**src/wlrc_pkg.sv**
```systemverilog
`timescale 1ns / 1ps
// ----------------------------------------------------------------------------
// wlrc_pkg: shared types and constants for the lag-one return correlator
// Sequencer states, window sum update modes, divider command and the fixed
// widths and limits of the register port and result fields.
// ----------------------------------------------------------------------------
package wlrc_pkg;

   // register port
   localparam int CSR_ADDR_BITS  = 3;
   localparam int CSR_DATA_BITS  = 32;
   localparam int REG_INDEX_BITS = 1;
   localparam logic [REG_INDEX_BITS-1:0] REG_WINDOW = 1'b0;

   // window length register
   localparam int WINDOW_BITS = 9;
   localparam logic [WINDOW_BITS-1:0] WINDOW_RESET = 9'd64;
   localparam logic [WINDOW_BITS-1:0] WINDOW_MIN   = 9'd4;
   localparam logic [WINDOW_BITS-1:0] WINDOW_SHORT = 9'd64;

   // result fields
   localparam int RESULT_BITS = 16;
   localparam logic signed [RESULT_BITS-1:0] CORR_LIMIT = 16'sd16384;
   localparam logic [RESULT_BITS-1:0]        STR_LIMIT  = 16'd40960;

   // divider: quotient width, step counts and the strength prescale
   localparam int QUO_BITS  = 16;
   localparam int STEP_BITS = 5;
   localparam logic [STEP_BITS-1:0] CORR_STEPS = 5'd15;
   localparam logic [STEP_BITS-1:0] STR_STEPS  = 5'd16;
   localparam int STR_FRAC = 12;
   localparam int STR_PRE  = 4;

   typedef enum logic [3:0] {
      ST_IDLE,
      ST_MUL_X,
      ST_MUL_R,
      ST_MUL_L,
      ST_PLAN,
      ST_OLD_RD,
      ST_OLD_SUB,
      ST_STORE,
      ST_SWEEP,
      ST_CORR_START,
      ST_CORR_DIV,
      ST_STR_START,
      ST_STR_DIV,
      ST_DONE
   } wlrc_state_type;

   typedef enum logic [1:0] {
      MODE_GROW,
      MODE_SLIDE,
      MODE_REBUILD
   } wlrc_mode_type;

   typedef struct packed {
      logic                 start;
      logic [STEP_BITS-1:0] steps;
   } div_cmd_type;

   function automatic int imax(input int a, input int b);
      return (a > b) ? a : b;
   endfunction

   function automatic int imin(input int a, input int b);
      return (a < b) ? a : b;
   endfunction

endpackage

```
**src/wlrc_div.sv**
```systemverilog
`timescale 1ns / 1ps
// ----------------------------------------------------------------------------
// wlrc_div: iterative restoring divider
// Produces one quotient bit per cycle. The partial remainder starts below the
// divisor; each step shifts in the next bit of the feed word.
// ----------------------------------------------------------------------------
module wlrc_div #(
   parameter int REM_BITS = 58
) (
   input  logic                              clock,
   input  logic                              reset,
   input  wlrc_pkg::div_cmd_type             div_cmd,
   input  logic [REM_BITS-1:0]               rem_start,
   input  logic [REM_BITS-1:0]               divisor,
   input  logic [wlrc_pkg::QUO_BITS-1:0]     feed_start,
   output logic                              div_done,
   output logic [wlrc_pkg::QUO_BITS-1:0]     quotient
);
   import wlrc_pkg::*;

   logic [REM_BITS-1:0]  rem_ff, rem_in;
   logic [REM_BITS-1:0]  den_ff, den_in;
   logic [QUO_BITS-1:0]  quo_ff, quo_in;
   logic [QUO_BITS-1:0]  feed_ff, feed_in;
   logic [STEP_BITS-1:0] cnt_ff, cnt_in;
   logic                 busy_ff, busy_in;
   logic                 done_ff, done_in;
   logic [REM_BITS:0]    trial;
   logic [REM_BITS:0]    diff;

   // load on start, then one compare-and-subtract per cycle
   always_comb begin
      rem_in  = rem_ff;
      den_in  = den_ff;
      quo_in  = quo_ff;
      feed_in = feed_ff;
      cnt_in  = cnt_ff;
      busy_in = busy_ff;
      done_in = 1'b0;
      trial   = {rem_ff, feed_ff[QUO_BITS-1]};
      diff    = trial - {1'b0, den_ff};
      if (div_cmd.start) begin
         rem_in  = rem_start;
         den_in  = divisor;
         quo_in  = '0;
         feed_in = feed_start;
         cnt_in  = div_cmd.steps;
         busy_in = 1'b1;
      end else if (busy_ff) begin
         if (trial >= {1'b0, den_ff}) begin
            rem_in = diff[REM_BITS-1:0];
            quo_in = {quo_ff[QUO_BITS-2:0], 1'b1};
         end else begin
            rem_in = trial[REM_BITS-1:0];
            quo_in = {quo_ff[QUO_BITS-2:0], 1'b0};
         end
         feed_in = {feed_ff[QUO_BITS-2:0], 1'b0};
         cnt_in  = cnt_ff - 1'b1;
         if (cnt_ff == STEP_BITS'(1)) begin
            busy_in = 1'b0;
            done_in = 1'b1;
         end
      end
   end

   // control state
   always_ff @(posedge clock) begin
      if (reset) begin
         busy_ff <= 1'b0;
         done_ff <= 1'b0;
      end else begin
         busy_ff <= busy_in;
         done_ff <= done_in;
      end
   end

   // datapath
   always_ff @(posedge clock) begin
      rem_ff  <= rem_in;
      den_ff  <= den_in;
      quo_ff  <= quo_in;
      feed_ff <= feed_in;
      cnt_ff  <= cnt_in;
   end

   assign div_done = done_ff;
   assign quotient = quo_ff;

endmodule

```
**config.mk**
```make
export PLATFORM = sky130hd
export DESIGN_NAME = wlrc_div
export DESIGN_NICKNAME = d
export VERILOG_FILES = /design/src/wlrc_pkg.sv /design/src/wlrc_div.sv
export SDC_FILE = /design/constraint.sdc
export NUM_CORES = 1
export LEC_CHECK = 0
export BUFFER_PORTS_ARGS = -buffer_cell sky130_fd_sc_hd__buf_2
export CORE_MARGIN = 1
export CORE_UTILIZATION = 58
export DETAILED_ROUTE_END_ITERATION = 10
export PLACE_DENSITY_LB_ADDON = 0.2
export SETUP_SLACK_MARGIN = 0.2
export SYNTH_ARGS = -nofsm -noshare
export SYNTH_HDL_FRONTEND = slang
export SYNTH_SLANG_ARGS = --single-unit
```
**constraint.sdc**
```tcl
create_clock -name clock -period 5 [get_ports clock]
set_input_delay 0.5 -clock clock [delete_from_list [all_inputs] [get_ports clock]]
set_output_delay 0.5 -clock clock [all_outputs]
set_load 0.03 [all_outputs]
```
Yosys cells after proc, flatten, opt, wreduce, memory -nomap -nowiden
Cells that the tools add are included.
{"block": "classes", "add_sub_neg": 2, "n_bitwise": 1, "n_eq_ne": 1, "reduce_logical": 2, "n_mux": 12, "magnitude_cmp": 1}
{"operator": "two-way mux 58 bit", "count": 3}
{"operator": "greater-or-equal comparator 59 x 58 -> 1 bit", "count": 1}
{"operator": "subtractor 58 bit", "count": 1}
{"operator": "two-way mux 16 bit", "count": 2}
{"operator": "two-way mux 5 bit", "count": 2}
{"operator": "== test 5 x 1 -> 1 bit, second input constant", "count": 1}
{"operator": "two-way mux 1 bit", "count": 5}
{"operator": "subtractor 5 x 1 -> 5 bit, second input constant", "count": 1}
{"operator": "OR reduction 3 bit", "count": 1}
{"operator": "nonzero test 2 bit", "count": 1}
{"operator": "NOT 1 bit", "count": 1}
{"block": "totals", "word_cells": 26, "output_inout_bits": 17, "regBits": 155, "in_bits": 140}

Longest topological paths before layout
{"block": "depth", "depth_word": 4, "ltp_mapped": 15, "depth_no_buf": 13}

Worst setup path after synthesis
OpenSTA, ideal clock, no wires.
{"block": "synth_path", "kind": "register to register", "start": "register rem_ff[45]", "end": "register rem_ff[46] (data pin)", "stages_incl_launch_ff": 14, "arrival_ns": 3.189, "setup_time_ns": 0.260, "path_buffers": 3, "slack_ns": 1.551, "period_less_slack_ns": 3.449, "required_ns": 4.740, "cell_sequence": "edfxtp_1 > ha_1 > buf_2 > nand4_2 > or3_1 > or4_1 > or4_1 > a21oi_1 > nor3b_1 > buf_2 > clkbuf_1 > nand2_1 > o31ai_1 > mux2_2"}
{"block": "synth_via", "elab_chain_len": 4, "word_cells_on_any_way": 5, "classes_between": "add/sub: 1; order compare: 1; mux: 3"}
{"element": "start, declared", "line_no": "wlrc_div.sv:21", "text": "logic [REM_BITS-1:0] rem_ff, rem_in;"}
{"element": "start signal, assigned", "line_no": "wlrc_div.sv:79", "text": "rem_ff <= rem_in;"}
{"element": "subtractor 58 bit or greater-or-equal comparator 59 x 58 -> 1 bit (tied branches)", "line_no": "wlrc_div.sv:41, wlrc_div.sv:50"}
{"element": "two-way mux 58 bit *", "line_no": "wlrc_div.sv:50", "text": "if (trial >= {1'b0, den_ff}) begin"}
{"element": "two-way mux 58 bit *", "line_no": "wlrc_div.sv:49", "text": "end else if (busy_ff) begin"}
{"element": "two-way mux 58 bit *", "line_no": "wlrc_div.sv:42", "text": "if (div_cmd.start) begin"}
{"element": "named net rem_in[46]", "line_no": "wlrc_div.sv:21"}
The timed path passes the listed nets; every way through them passes the cells marked *. The select of a mux whose other input is x is not followed.
A chain may end at the register's enable or synchronous reset.

Worst setup path in the final report
{"block": "layout_path", "start": "register rem_ff[48]", "end": "register rem_ff[53] (data pin)"}
Same word-level chain as after synthesis.

==> qor.yml <==
synthArstFlopShare_pct: 0
ys_seq_elements: 155
fin_total_pwr_mw: 6.26
seq_area_frac_synth_pct: 44.3
cts.path.max_buffers: 2
hold_class: "input port to register"
die_h_um: 134
dr.max_layer_used: "met4"
tightest_slew_ps: 1140
grt_max_degree: 80
fin_ws_ps: 851
finClkSkew_ps: 11.4
fin_crit_ps: 4150
final_cell_area_um2: 11600
final_util_pct: 68.8
antenna_found_initial: 0
netlist_top_cells_area: "edfxtp_1, ha_1, mux2_2"
r2r-end: "rem_ff[53]"
io-pin-count: 157
final_cells: 1400
required_ps: 5300
end_kind: "register"
area_growth_pct: 14.4
final-setup-viol-count: 0
postPlaceCellArea_um2: 11000
grtUsageTotal_pct: 27.3
synth_area_um2: 10100
hp-start: "reset"
synth_top_area_share_pct: 40.7
route.met2.wl_um: 11200
final_cell_mix: "buf_2, edfxtp_1, nand2_1"
insertion_delay_ps: 430
rr_startpoint: "rem_ff[48]"
dp_hpwl_um: 17100
met3_length_um: 1320
viasPerCell: 5.86
io_buffers: 156
cts_tree: "built"
powerDensity_nw_per_um2: 541
ir_drop_mv: 0.331
synth_top_area_cell: "edfxtp_1"
drtIter0Drc: 677
drive_gt1_share_pct: 21.4
status: "finished clean"
slew_headroom_pct: 24.3
hold_ws_ps: 237
cts_hold_buf: 0
wl_um: 23500
overflow: 0
cp.arrival_ps: 4450
root_buffer: "clkbuf_16"
hold-path-endpoint: "busy_ff"
min_path_cells: 2
crit_type: "register to register"
final_common_cell: "buf_2"
syn-instance-count: 1046
setup_tns_ps: 0
leakagePower_nw: 4.97
core_um2: 16800
fin_nets: 1368
place_inst: 1368
cap_viol_max_count: 0
cts_setup_buffers: 0
row_count: 47
avgSynthCellArea_um2: 9.66
ys.flop_type: "edfxtp_1"
ant_nets: 0
cts_buffers: 17
vias: 8198
yosys_warnings: 0
synth-edff-count: 137
initial_core_util_pct: 60.1
die_w_um: 134
cts_resized: 0
rr_worst_depth: 11
cts_sinks: 155
grt_first_pass_wirelength_um: 38600
r2r_setup_slack_ps: 850
synth_nets: 1247
grt_pass1_vias: 7872
finalMaxSlewViolations: 0
h-tree-depth: 4
finalCritPeriodShare_pct: 83.0
avgRoutedWirePerCell_um: 16.8
drc: 0
crit_fanout: 46
dr.pass1.iters: 6
hold_viol_final: 0
cp-start-kind: "register"
gp_congestion: 0.921
rsz0062_at_grt: "no"
dpl_worst_slack_ps: 885
clk_pin_slew_ps: 70
die_area_um2: 18000
synth_cell_types: 57
fmax_mhz: 241
diodes: 0
met1Wirelength_um: 10600
-- power breakdown --
group / switching (mW) / leakage, nW / internal [mW] / total (mW)
Sequential: 0.143 / 1.51 / 1.76 / 1.90
Clock: 0.601 / 0.288 / 0.691 / 1.29
Combinational: 1.83 / 3.17 / 1.23 / 3.06
Total: 2.57 / 4.97 / 3.68 / 6.26
-- worst max-delay path, stage by stage, from the launching register on --
cell      delay, ps
edfxtp_1        450
ha_1            430
nand2_1         200
or3_1           460
or4_1           570
or4_1           490
a21oi_1         160
nor3b_2          70
buf_4           270
or2_1           430
nor4_1          340
a211o_1         130
-- cells in the mapped netlist (26+ instances only) --
library cell	count
edfxtp_1	137
nand2_1	107
a21oi_1	89
o21ai_0	85
inv_1	82
ha_1	60
nor2_1	55
mux2_2	52
clkbuf_1	46
nand4_1	28
xnor2_1	28
a21o_1	26
-- routing by layer --
layer	global-route usage, %	vias up
met1	35.8	3793
met5	0	-
met2	45.1	284
met3	6.01	40
li1	-	4081
met4	8.55	0
-- registers in the layout, summed over array words and instances (netlist names) --
name and flops:
den_ff 58, busy_ff 1, feed_ff 16, cnt_ff 5, quotient 16, div_done 1
rem_ff 58
-- cell type report --
| type | instances | area [um2] |
|---|---|---|
| Sequential cell | 155 | 4470 |
| Multi-Input combinational cell | 750 | 5100 |
| Inverter | 82 | 308 |
| Timing Repair Buffer | 161 | 825 |
| Tap cell | 220 | 275 |
| Fill cell | 1360 | 5260 |
| Clock buffer | 19 | 454 |
| Clock inverter | 13 | 128 |
-- worst max-delay path by stage --
stage / from / endpoint
CTS: rem_ff[48] / rem_ff[53]
global route: rem_ff[49] / rem_ff[53]
detailed placement: rem_ff[47] / rem_ff[53]
finish: rem_ff[48] / rem_ff[53]
global placement: rem_ff[47] / rem_ff[53]
floorplan: rem_ff[45] / rem_ff[46]
-- logic make-up (layout without fill, tap and decap cells) --
| kind of cell | count (synthesis) | after routing | share of synthesized area (%) |
|---|---|---|---|
| DFF | 155 | 155 | 44.3 |
| AOI/OAI and AO/OA | 284 | 284 | 17.1 |
| and+or+nand+nor | 288 | 288 | 14.0 |
| buffers and inverters | 141 | 275 | 5.36 |
| muxes | 68 | 68 | 7.38 |
| adders and majority gates | 61 | 61 | 7.62 |
| xor gates and xnor gates | 49 | 49 | 4.25 |
Power figures use the tool's default switching activity.
